<file path="src/hdl/satlb_pkg.sv">
`timescale 1ns / 1ps
`default_nettype none

package satlb_pkg;

    localparam int PID_W      = 8;
    localparam int PAGE_W     = 20;
    localparam int FRAME_W    = 8;
    localparam int STATUS_W   = 2;
    localparam int S_TDATA_W  = 40;
    localparam int RECIP_W    = 32;
    localparam int RECIP_SHIFT = 31;

    localparam int DEFAULT_SETS = 16;
    localparam int DEFAULT_WAYS = 4;

    typedef enum logic {
        OP_LOOKUP = 1'b0,
        OP_WRITE  = 1'b1
    } op_t;

    typedef enum logic [STATUS_W-1:0] {
        STAT_OK   = 2'd0,
        STAT_MISS = 2'd1,
        STAT_FULL = 2'd2
    } status_t;

    typedef struct packed {
        logic               valid;
        logic [PID_W-1:0]   proc_id;
        logic [PAGE_W-1:0]  page;
        logic [FRAME_W-1:0] frame;
    } entry_t;

    typedef struct packed {
        logic clear_en;
        logic load;
        logic mul_en;
        logic rd_en;
        logic upd_en;
    } satlb_cmd_t;

    typedef struct packed {
        logic out_free;
    } satlb_sts_t;

endpackage

`default_nettype wire

</file>
<file path="src/hdl/satlb_ctrl.sv">
`timescale 1ns / 1ps
`default_nettype none

module satlb_ctrl
    import satlb_pkg::*;
#(
    parameter int SETS  = DEFAULT_SETS,
    parameter int SET_W = (SETS > 1) ? $clog2(SETS) : 1
) (
    input  wire logic             aclk,
    input  wire logic             aresetn,
    input  wire logic             s_tvalid,
    output logic                  s_tready,
    input  wire satlb_sts_t       sts,
    output satlb_cmd_t            cmd,
    output logic [SET_W-1:0]      clear_set
);

    typedef enum logic [4:0] {
        S_CLEAR  = 5'b00001,
        S_IDLE   = 5'b00010,
        S_MUL    = 5'b00100,
        S_READ   = 5'b01000,
        S_UPDATE = 5'b10000
    } state_t;

    localparam logic [SET_W-1:0] LAST_SET = SET_W'(SETS - 1);

    state_t           state_reg, state_next;
    logic [SET_W-1:0] clr_cnt_reg, clr_cnt_next;

    always_ff @(posedge aclk) begin
        if (!aresetn) begin
            state_reg   <= S_CLEAR;
            clr_cnt_reg <= '0;
        end else begin
            state_reg   <= state_next;
            clr_cnt_reg <= clr_cnt_next;
        end
    end

    always_comb begin
        state_next   = state_reg;
        clr_cnt_next = clr_cnt_reg;
        cmd          = '0;
        s_tready     = 1'b0;
        case (state_reg)
            S_CLEAR: begin
                cmd.clear_en = 1'b1;
                if (clr_cnt_reg == LAST_SET) begin
                    state_next = S_IDLE;
                end else begin
                    clr_cnt_next = clr_cnt_reg + 1'b1;
                end
            end
            S_IDLE: begin
                s_tready = 1'b1;
                if (s_tvalid) begin
                    cmd.load   = 1'b1;
                    state_next = S_MUL;
                end
            end
            S_MUL: begin
                cmd.mul_en = 1'b1;
                state_next = S_READ;
            end
            S_READ: begin
                cmd.rd_en  = 1'b1;
                state_next = S_UPDATE;
            end
            S_UPDATE: begin
                if (sts.out_free) begin
                    cmd.upd_en = 1'b1;
                    state_next = S_IDLE;
                end
            end
            default: begin
                state_next = S_CLEAR;
            end
        endcase
    end

    assign clear_set = clr_cnt_reg;

endmodule

`default_nettype wire

</file>
<file path="src/hdl/satlb_datapath.sv">
`timescale 1ns / 1ps
`default_nettype none

module satlb_datapath
    import satlb_pkg::*;
#(
    parameter int SETS  = DEFAULT_SETS,
    parameter int WAYS  = DEFAULT_WAYS,
    parameter int SET_W = (SETS > 1) ? $clog2(SETS) : 1
) (
    input  wire logic                  aclk,
    input  wire logic                  aresetn,
    input  wire logic [S_TDATA_W-1:0]  s_tdata,
    input  wire logic                  s_tuser,
    output logic [FRAME_W-1:0]         m_tdata,
    output logic [STATUS_W-1:0]        m_tuser,
    output logic                       m_tvalid,
    input  wire logic                  m_tready,
    input  wire satlb_cmd_t            cmd,
    output satlb_sts_t                 sts,
    input  wire logic [SET_W-1:0]      clear_set
);

    localparam int WAY_W   = (WAYS > 1) ? $clog2(WAYS) : 1;
    localparam int SETS_CW = $clog2(SETS + 1);
    localparam int PROD1_W = PAGE_W + RECIP_W;
    localparam int PROD2_W = PAGE_W + SETS_CW;
    localparam logic [RECIP_W-1:0] RECIP =
        RECIP_W'(((64'd1 << RECIP_SHIFT) + 64'(SETS) - 64'd1) / 64'(SETS));

    entry_t [WAYS-1:0] mem [SETS];

    op_t                 op_reg;
    logic [PID_W-1:0]    pid_reg;
    logic [PAGE_W-1:0]   page_reg;
    logic [FRAME_W-1:0]  frame_reg;
    logic [PROD1_W-1:0]  prod1_reg;
    logic [PROD2_W-1:0]  prod2_reg;
    logic [SET_W-1:0]    set_reg;
    entry_t [WAYS-1:0]   row_reg;
    logic                m_tvalid_reg, m_tvalid_next;
    status_t             status_reg;
    logic [FRAME_W-1:0]  frame_out_reg;

    logic [PAGE_W-1:0]   page_in;
    logic [PAGE_W-1:0]   quot;
    logic [PAGE_W-1:0]   rem;
    logic [PAGE_W-1:0]   rem_fix;
    logic [SET_W-1:0]    rd_set;

    logic                hit_any, mat_any, inv_any;
    logic [WAY_W-1:0]    hit_idx, mat_idx, inv_idx;
    entry_t [WAYS-1:0]   new_row;
    status_t             status_new;
    logic [FRAME_W-1:0]  frame_new;
    logic                row_changed;

    logic                mem_we;
    logic [SET_W-1:0]    wr_set;
    entry_t [WAYS-1:0]   wr_row;

    assign page_in = s_tdata[PID_W +: PAGE_W];
    assign quot    = prod1_reg[RECIP_SHIFT +: PAGE_W];
    assign rem     = page_reg - prod2_reg[PAGE_W-1:0];
    assign rem_fix = (rem >= PAGE_W'(SETS)) ? rem - PAGE_W'(SETS) : rem;
    assign rd_set  = rem_fix[SET_W-1:0];

    always_ff @(posedge aclk) begin
        if (cmd.load) begin
            op_reg    <= op_t'(s_tuser);
            pid_reg   <= s_tdata[PID_W-1:0];
            page_reg  <= page_in;
            frame_reg <= s_tdata[PID_W + PAGE_W +: FRAME_W];
            prod1_reg <= PROD1_W'(page_in) * PROD1_W'(RECIP);
        end
        if (cmd.mul_en) begin
            prod2_reg <= PROD2_W'(quot) * PROD2_W'(SETS);
        end
        if (cmd.rd_en) begin
            set_reg <= rd_set;
        end
    end

    always_comb begin
        hit_any = 1'b0;
        mat_any = 1'b0;
        inv_any = 1'b0;
        hit_idx = '0;
        mat_idx = '0;
        inv_idx = '0;
        for (int w = WAYS - 1; w >= 0; w--) begin
            if (row_reg[w].proc_id == pid_reg && row_reg[w].page == page_reg) begin
                mat_any = 1'b1;
                mat_idx = WAY_W'(w);
                if (row_reg[w].valid) begin
                    hit_any = 1'b1;
                    hit_idx = WAY_W'(w);
                end
            end
            if (!row_reg[w].valid) begin
                inv_any = 1'b1;
                inv_idx = WAY_W'(w);
            end
        end
    end

    always_comb begin
        new_row     = row_reg;
        status_new  = STAT_MISS;
        frame_new   = '0;
        row_changed = 1'b0;
        case (op_reg)
            OP_LOOKUP: begin
                if (hit_any) begin
                    status_new = STAT_OK;
                    frame_new  = row_reg[hit_idx].frame;
                end
            end
            OP_WRITE: begin
                if (mat_any) begin
                    new_row[mat_idx].frame = frame_reg;
                    new_row[mat_idx].valid = 1'b1;
                    status_new  = STAT_OK;
                    row_changed = 1'b1;
                end else if (inv_any) begin
                    new_row[inv_idx] = '{valid: 1'b1, proc_id: pid_reg,
                                         page: page_reg, frame: frame_reg};
                    status_new  = STAT_OK;
                    row_changed = 1'b1;
                end else begin
                    status_new = STAT_FULL;
                end
            end
            default: begin
                status_new = STAT_MISS;
            end
        endcase
    end

    assign mem_we = cmd.clear_en | (cmd.upd_en & row_changed);
    assign wr_set = cmd.clear_en ? clear_set : set_reg;
    assign wr_row = cmd.clear_en ? '0 : new_row;

    always_ff @(posedge aclk) begin
        if (mem_we) begin
            mem[wr_set] <= wr_row;
        end
        if (cmd.rd_en) begin
            row_reg <= mem[rd_set];
        end
    end

    always_comb begin
        m_tvalid_next = m_tvalid_reg;
        if (cmd.upd_en) begin
            m_tvalid_next = 1'b1;
        end else if (m_tready) begin
            m_tvalid_next = 1'b0;
        end
    end

    always_ff @(posedge aclk) begin
        if (!aresetn) begin
            m_tvalid_reg <= 1'b0;
        end else begin
            m_tvalid_reg <= m_tvalid_next;
        end
    end

    always_ff @(posedge aclk) begin
        if (cmd.upd_en) begin
            status_reg    <= status_new;
            frame_out_reg <= frame_new;
        end
    end

    assign sts.out_free = ~m_tvalid_reg | m_tready;
    assign m_tvalid     = m_tvalid_reg;
    assign m_tuser      = status_reg;
    assign m_tdata      = frame_out_reg;

endmodule

`default_nettype wire

</file>
<file path="src/hdl/set_assoc_tlb_lookup_update_unit.sv">
`timescale 1ns / 1ps
`default_nettype none

// Channel   Dir  Ports                        Contents
// request   in   s_tvalid s_tready s_tdata    proc_id, page, frame_in; s_tuser = opcode
// result    out  m_tvalid m_tready m_tdata    frame_out; m_tuser = status
//
// Each request passes through request accept with set-index multiply, quotient
// multiply, set read from the entry memory, compare and write-back of the set row.
// The result sits in an output register; a stalled result holds the update step.
// After reset a clearing pass writes every set row to zero, with s_tready low.

module set_assoc_tlb_lookup_update_unit
    import satlb_pkg::*;
#(
    parameter int SETS = DEFAULT_SETS,
    parameter int WAYS = DEFAULT_WAYS
) (
    input  wire logic                  aclk,
    input  wire logic                  aresetn,
    input  wire logic                  s_tvalid,
    output logic                       s_tready,
    input  wire logic [S_TDATA_W-1:0]  s_tdata,  // proc_id[7:0], page[27:8], frame_in[35:28]
    input  wire logic                  s_tuser,  // opcode
    output logic                       m_tvalid,
    input  wire logic                  m_tready,
    output logic [FRAME_W-1:0]         m_tdata,  // frame_out[7:0]
    output logic [STATUS_W-1:0]        m_tuser   // status[1:0]
);

    localparam int SET_W = (SETS > 1) ? $clog2(SETS) : 1;

    satlb_cmd_t       cmd;
    satlb_sts_t       sts;
    logic [SET_W-1:0] clear_set;

    satlb_ctrl #(
        .SETS  (SETS),
        .SET_W (SET_W)
    ) u_ctrl (
        .aclk      (aclk),
        .aresetn   (aresetn),
        .s_tvalid  (s_tvalid),
        .s_tready  (s_tready),
        .sts       (sts),
        .cmd       (cmd),
        .clear_set (clear_set)
    );

    satlb_datapath #(
        .SETS  (SETS),
        .WAYS  (WAYS),
        .SET_W (SET_W)
    ) u_datapath (
        .aclk      (aclk),
        .aresetn   (aresetn),
        .s_tdata   (s_tdata),
        .s_tuser   (s_tuser),
        .m_tdata   (m_tdata),
        .m_tuser   (m_tuser),
        .m_tvalid  (m_tvalid),
        .m_tready  (m_tready),
        .cmd       (cmd),
        .sts       (sts),
        .clear_set (clear_set)
    );

`ifndef ASSERT_OFF
    a_one_at_a_time: assert property (@(posedge aclk) disable iff (!aresetn)
        (s_tvalid && s_tready) |=> !s_tready)
        else $error("request accepted while previous request in flight");

    a_result_latency: assert property (@(posedge aclk) disable iff (!aresetn)
        $rose(m_tvalid) |-> $past(s_tvalid && s_tready, 4))
        else $error("result appeared without a matching request");

    a_clear_after_reset: assert property (@(posedge aclk) disable iff (!aresetn)
        $past(!aresetn) |-> !s_tready)
        else $error("request taken before clearing pass");
`endif

endmodule

`default_nettype wire
</file>
<file path="config.mk">
export PLATFORM = sky130hd
export DESIGN_NAME = set_assoc_tlb_lookup_update_unit
export DESIGN_NICKNAME = d
export VERILOG_FILES = /design/src/hdl/satlb_pkg.sv /design/src/hdl/satlb_ctrl.sv /design/src/hdl/satlb_datapath.sv /design/src/hdl/set_assoc_tlb_lookup_update_unit.sv
export SDC_FILE = /design/constraint.sdc
export NUM_CORES = 2
export LEC_CHECK = 0
export BUFFER_PORTS_ARGS = -buffer_cell sky130_fd_sc_hd__buf_2
export CAP_MARGIN = 20
export CORE_UTILIZATION = 40
export CTS_CLUSTER_DIAMETER = 100
export DETAILED_ROUTE_END_ITERATION = 8
export PLACE_DENSITY = 0.53
export SYNTH_ARGS = -nofsm -noshare
export SYNTH_HDL_FRONTEND = slang
export SYNTH_SLANG_ARGS = --single-unit
</file>
<file path="constraint.sdc">
create_clock -name aclk -period 9.51 [get_ports aclk]
set_input_delay 0.951 -clock aclk [delete_from_list [all_inputs] [get_ports aclk]]
set_output_delay 0.951 -clock aclk [all_outputs]
set_load 0.1 [all_outputs]
</file>
# Word-level counts from Yosys, hierarchy flattened
# Memories as Yosys holds them, arrays and structs flattened. A register that Yosys moved wholly into a read port is not among the register bits.
# Cells that the tools add are included.
classes:
  addsub: 3
  magnitude_cmp: 6
  eq_ne: 17
  mux: 72
  bitwise_logic: 7
  n_reduce_logical: 10
ops:
  columns: ["operator", "n"]
  rows:
  - ["two-way mux 148 bit", 4]
  - ["bitwise mux 148 bit", 3]
  - ["demux 37 bit (select 2 bit)", 3]
  - ["equality test 20 bit", 4]
  - ["binary-select mux 37 bit (select 2 bit)", 1]
  - ["two-way mux 37 bit", 2]
  - ["two-way mux 2 bit", 18]
  - ["equality test 8 bit", 4]
  - ["two-way mux 1 bit", 32]
  - ["one-hot mux 5 bit (5 select lines)", 1]
  - ["greater-or-equal comparator 20 x 5 -> 1 bit, second input constant", 1]
  - ["subtractor 20 bit", 1]
  - ["two-way mux 8 bit", 2]
  - ["two-way mux 5 bit", 3]
  - ["< comparator 2 x 3 -> 1 bit, second input constant", 3]
  - ["two-way mux 4 bit", 2]
  - ["logical AND 1 bit", 6]
  - ["equality test 5 x 1 -> 1 bit, second input constant", 1]
  - ["equality test 5 x 2 -> 1 bit, second input constant", 1]
  - ["equality test 5 x 3 -> 1 bit, second input constant", 1]
  - ["equality test 5 x 4 -> 1 bit, second input constant", 1]
  - ["equality test 5 bit, second input constant", 1]
  - ["adder 4 x 1 -> 4 bit, second input constant", 1]
  - ["equality test 4 bit, second input constant", 1]
  - ["12 further kinds", 18]
word_totals:
  register_bits: 77
  ram_bits: 2368
  out_inout_bits: 12
  wordCells: 127
  mem_count: 1
mem_list:
  columns: ["memory", "words", "width", "rd", "rd_ports_with_merged_regs", "write_ports", "line_no", "source"]
  rows:
  - ["u_datapath.mem", 16, 148, 1, 1, 1, "satlb_datapath.sv:31", "entry_t [WAYS-1:0] mem [SETS];"]

# Depth between registers and ports, before layout
depth:
  word_depth: 15
  depth_mapped: 10
  ltp_nobuf: 7

# Cells and area by module
# From an unflattened synthesis, not the netlist that was laid out.
hier_totals:
  hier_cells: 4288
  area_unflattened_um2: 99568.0
modules_own_cells:
  columns: ["module", "instances", "cells_each", "area_each_um2", "seq_area_each_um2"]
  rows:
  - ["satlb_datapath", 1, 4231, 99027.5, 77103.9]
  - ["satlb_ctrl", 1, 57, 540.5, 180.2]

# Worst setup path after synthesis
# OpenSTA, ideal clock, no wires.
synth_timing:
  kind: "input to register"
  from: "input port m_tready"
  to: "memory u_datapath.mem[6][0] (netlist bit), enable pin"
  arrival_time_ps: 8284
  required_time_ps: 8852
  path_slack_ps: 568
  cell_stages: 6
  path_buffers: 0
  cell_sequence: "nand2b_1 > nor2b_1 > nand2_1 > o22ai_1 > nand2_1 > nor2_1"
synth_lines:
  columns: ["element", "line_no", "source"]
  rows:
  - ["start, declared", "set_assoc_tlb_lookup_update_unit.sv:26", "input wire logic m_tready,"]
  - ["end, declared", "satlb_datapath.sv:31", null]

# Worst setup path in the final report
layout_timing:
  from: "register u_datapath.page_reg[5]"
  to: "memory u_datapath.mem[7][66] (netlist bit), enable pin"
layout_between:
  elab_chain_len: 12
  elab_cells_between_ends: 18
  classes_between: "eq/ne: 4; mux: 8; bitwise: 2; reduce/logical: 4"
layout_rtl:
  columns: ["element", "line_no", "source"]
  rows:
  - ["start, declared", "satlb_datapath.sv:35", "logic [PAGE_W-1:0] page_reg;"]
  - ["start signal, assigned", "satlb_datapath.sv:72", "page_reg <= page_in;"]
  - ["equality test 20 bit", "satlb_datapath.sv:92", "if (row_reg[w].proc_id == pid_reg && row_reg[w].page == page_reg) begin"]
  - ["logical AND 1 bit", "satlb_datapath.sv:92", null]
  - ["two-way mux 1 bit (3 in series)", "satlb_datapath.sv:92", null]
  - ["two-way mux 1 bit (*)", "satlb_datapath.sv:92", null]
  - ["two-way mux 1 bit (*)", "satlb_datapath.sv:120", "if (mat_any) begin"]
  - ["two-way mux 1 bit (*)", "satlb_datapath.sv:112", "case (op_reg)"]
  - ["AND 1 bit (*)", "satlb_datapath.sv:140", "assign mem_we = cmd.clear_en | (cmd.upd_en & row_changed);"]
  - ["bitwise OR 1 bit (*)", "satlb_datapath.sv:140", null]
  - ["two-way mux 1 bit (*)", "satlb_datapath.sv:145", "if (mem_we) begin"]
  - ["two-way mux 1 bit (implied by the code) (*)", "satlb_datapath.sv:146", "mem[wr_set] <= wr_row;"]
# Mark *: on every way between the ends. The rest lies on a longest branch, timed or not.

==> run metrics <==
status finished clean; post-DP HPWL 116,000 um; worst hold path type in -> reg; synthesized flop and latch total 2,577; min Tclk post-route 6090 ps; Max stage delay on crit path 1140 ps; PD cells 222 mW/mm^2; Synth area leader edfxtp_1; Register-to-Register Path Depth 8; Synth Flop Type edfxtp_1; DRT iter0 DRCs 4,433; TritonCTS clock tree yes; Setup Skew 87.4 ps; Seq/Total Area, Yosys 0.777; Sinks on Clock Net 2,577; final number of setup-violating endpoints 0; final period utilization 0.641; Post-Layout Cell Count 8,174; share of post-route cells with drive strength above 1 0.291; clock latency on the worst-skew pair 940 ps; hold path startpoint s_tdata[9]; synth cell count leaders edfxtp_1 (2,567), mux4_2 (720), nand2_1 (149); async set-or-reset flop fraction in the synthesized netlist 0; final antenna-violating net count 0; postcts setup bufs 0; max capacitance violation total 0; # resized after CTS 0; most frequent cell after synthesis edfxtp_1; DRC 0; Avg Vias per Cell 5.64; met1 Usage GRT 0.278; syn nets 4,409; Mapped Area 0.0994 sq mm; vias after detailed routing 46,100; initial antenna violation count 9; CP Capture Type flip-flop; Leakage 0.0351 uW; Clock Path Buffers 4; largest cells by area after synthesis edfxtp_1 (78%), mux4_2 (16%), xor2_1 (0.88%); Peak Freq 164 MHz; r2r endpoint u_datapath.mem[7][66]; Worst Setup SP u_datapath.page_reg[5]; TritonCTS Buffers 284; Core Box Area 0.246 sq mm; Routed wire per std cell 30.4 um; yosys synthesis warning count 0; delay-heaviest family, CP simple AND/OR/NAND/NOR gates; Die Span X 501 um; GR Overflow Total 0; htree depth 5; Startpoint Class flip-flop; GRT busiest layer met2; flip-flop count of the largest register after layout 2,368; gpl congestion 0.714; r2r startpoint u_datapath.page_reg[5]; Worst Path Arrival 6610 ps; first-pass GRT wire length 355,000 um; fin util 0.460; Die Area 0.251 sq mm; GR Util All Layers 0.200; crit-path cells xor2_1 -> nor4_1 -> nand4_1 -> nor2_1 -> or4_1 -> a31oi_2 -> nor2_4 -> buf_4; worst vdd ir 0.271 mV; vias in the first global route 48,400; WHS 198 ps; CP required 10,030 ps; hold path depth 1; die height 501 um; Total Wirelength 248,000 um; largest net degree at the start of global routing 118; Final Hold Fails 0; Core Rows 182; Placed Instances 7,697; Layout area overhead 14.0%; Cell variety after synth 49; Nets 4,724; drt pass-1 iters 5; syn avg cell area 22.8 sq um; Rel. slew slack 0.204; worst path bufs/invs 1; I/O pin cnt 57; Post-CTS Hold Buffers 0; setup TNS 0 ps; Synth Instances 4,363; Post-synth EDFFs 2,567; Initial Util 0.404; met3 Track Usage GR 0.0339; worst-margin pin slew 1190 ps; crit path max fanout 32; Slew Limit Fails 0; Critical-path top delay cell edfxtp_1; Hold EP u_datapath.page_reg[1]; top cell type's share of synthesized area 0.775; RSZ-0062 raised after global routing no; Clock transition at path regs 60 ps; R2R Setup Slk 3420 ps; met2 usage 0.326; crit path kind reg -> reg; CTS root buf clkbuf_16; IO Port Bufs 52
[cells in the final DEF (no fill, tap or decap), types with 9 or more instances in the layout]
master,n
edfxtp_1,2567
mux4_2,720
clkbuf_16,288
buf_4,215
nand2_1,149
nand3_1,123
o21ai_0,118
xor2_1,100
mux2i_1,68
clkinv_1,55
buf_2,53
clkbuf_1,51
clkinv_2,42
nor2_1,40
a21oi_1,27
buf_12,24
nor2b_1,21
a211oi_1,20
nor2_4,17
nor4_1,16
xnor2_1,15
nor4_2,14
dfxtp_1,10
diode_2,9
nand4_1,9
o22ai_1,9
bufinv_16,9
[metrics by stage]
| stage | area [sq um] | setup slack (ps) | total power, uW |
|---|---|---|---|
| after CTS | 113000 | 3470 | 25400 |
| after global routing | 113000 | 3350 | 26000 |
| final | 113000 | 3420 | 25100 |
| after floorplan | 99400 | 568 | 14800 |
| after detailed placement | 105000 | 3520 | 15400 |
| after global placement | 105000 | 3320 | 15300 |
[routing by layer]
| metal | wire length, um | vias up |
|---|---|---|
| met5 | 21 | - |
| met3 | 14300 | 334 |
| met1 | 107000 | 25400 |
| met2 | 121000 | 1358 |
| met4 | 5660 | 4 |
| li1 | - | 19100 |
[power by group]
part	leakage (uW)	internal (uW)	switching [uW]
logic	0.00759	438	1070
registers	0.0235	13500	152
clock network	0.00404	5750	4280
[area by class of cell]
type	instances	area [sq um]
fill	20500	133000
sequential	2577	77300
multi-input combinational	1516	21200
clock buffer	339	7400
tap	3312	4140
timing repair buffer	292	2360
clock inverter	122	827
inverter	7	33.8
antenna	9	22.5
[logic make-up (layout without fill, tap and decap cells)]
kind of cell | count (synthesis) | in the layout | synth area share
xor gates and xnor gates | 115 | 115 | 0.0101
muxes | 788 | 788 | 0.170
and+or+nand+nor | 418 | 418 | 0.0200
AOI/OAI and AO/OA | 194 | 194 | 0.0111
adders and majority gates | 1 | 1 | 0.000126
other | 0 | 9 | 0
DFF | 2577 | 2577 | 0.777
buffers and inverters | 270 | 760 | 0.0113
[worst reg2reg max path, cell delays in order (launching register included)]
cell      delay (ps)
edfxtp_1        1140
xor2_1           380
nor4_1           770
nand4_1          570
nor2_1           420
or4_1            240
a31oi_2          410
nor2_4           920
buf_4            790
[worst max-delay path by stage]
stage                                   to  slack [ps]  cells after the start
global placement     u_datapath.mem[7][68]        3320                      8
floorplan             u_datapath.mem[6][0]         570                      6
global route        u_datapath.mem[7][137]        3350                      8
detailed placement   u_datapath.mem[7][68]        3520                      8
finish               u_datapath.mem[7][66]        3420                      8
CTS                  u_datapath.mem[7][66]        3470                      8
No activity file was read; power rests on OpenSTA's default activity.
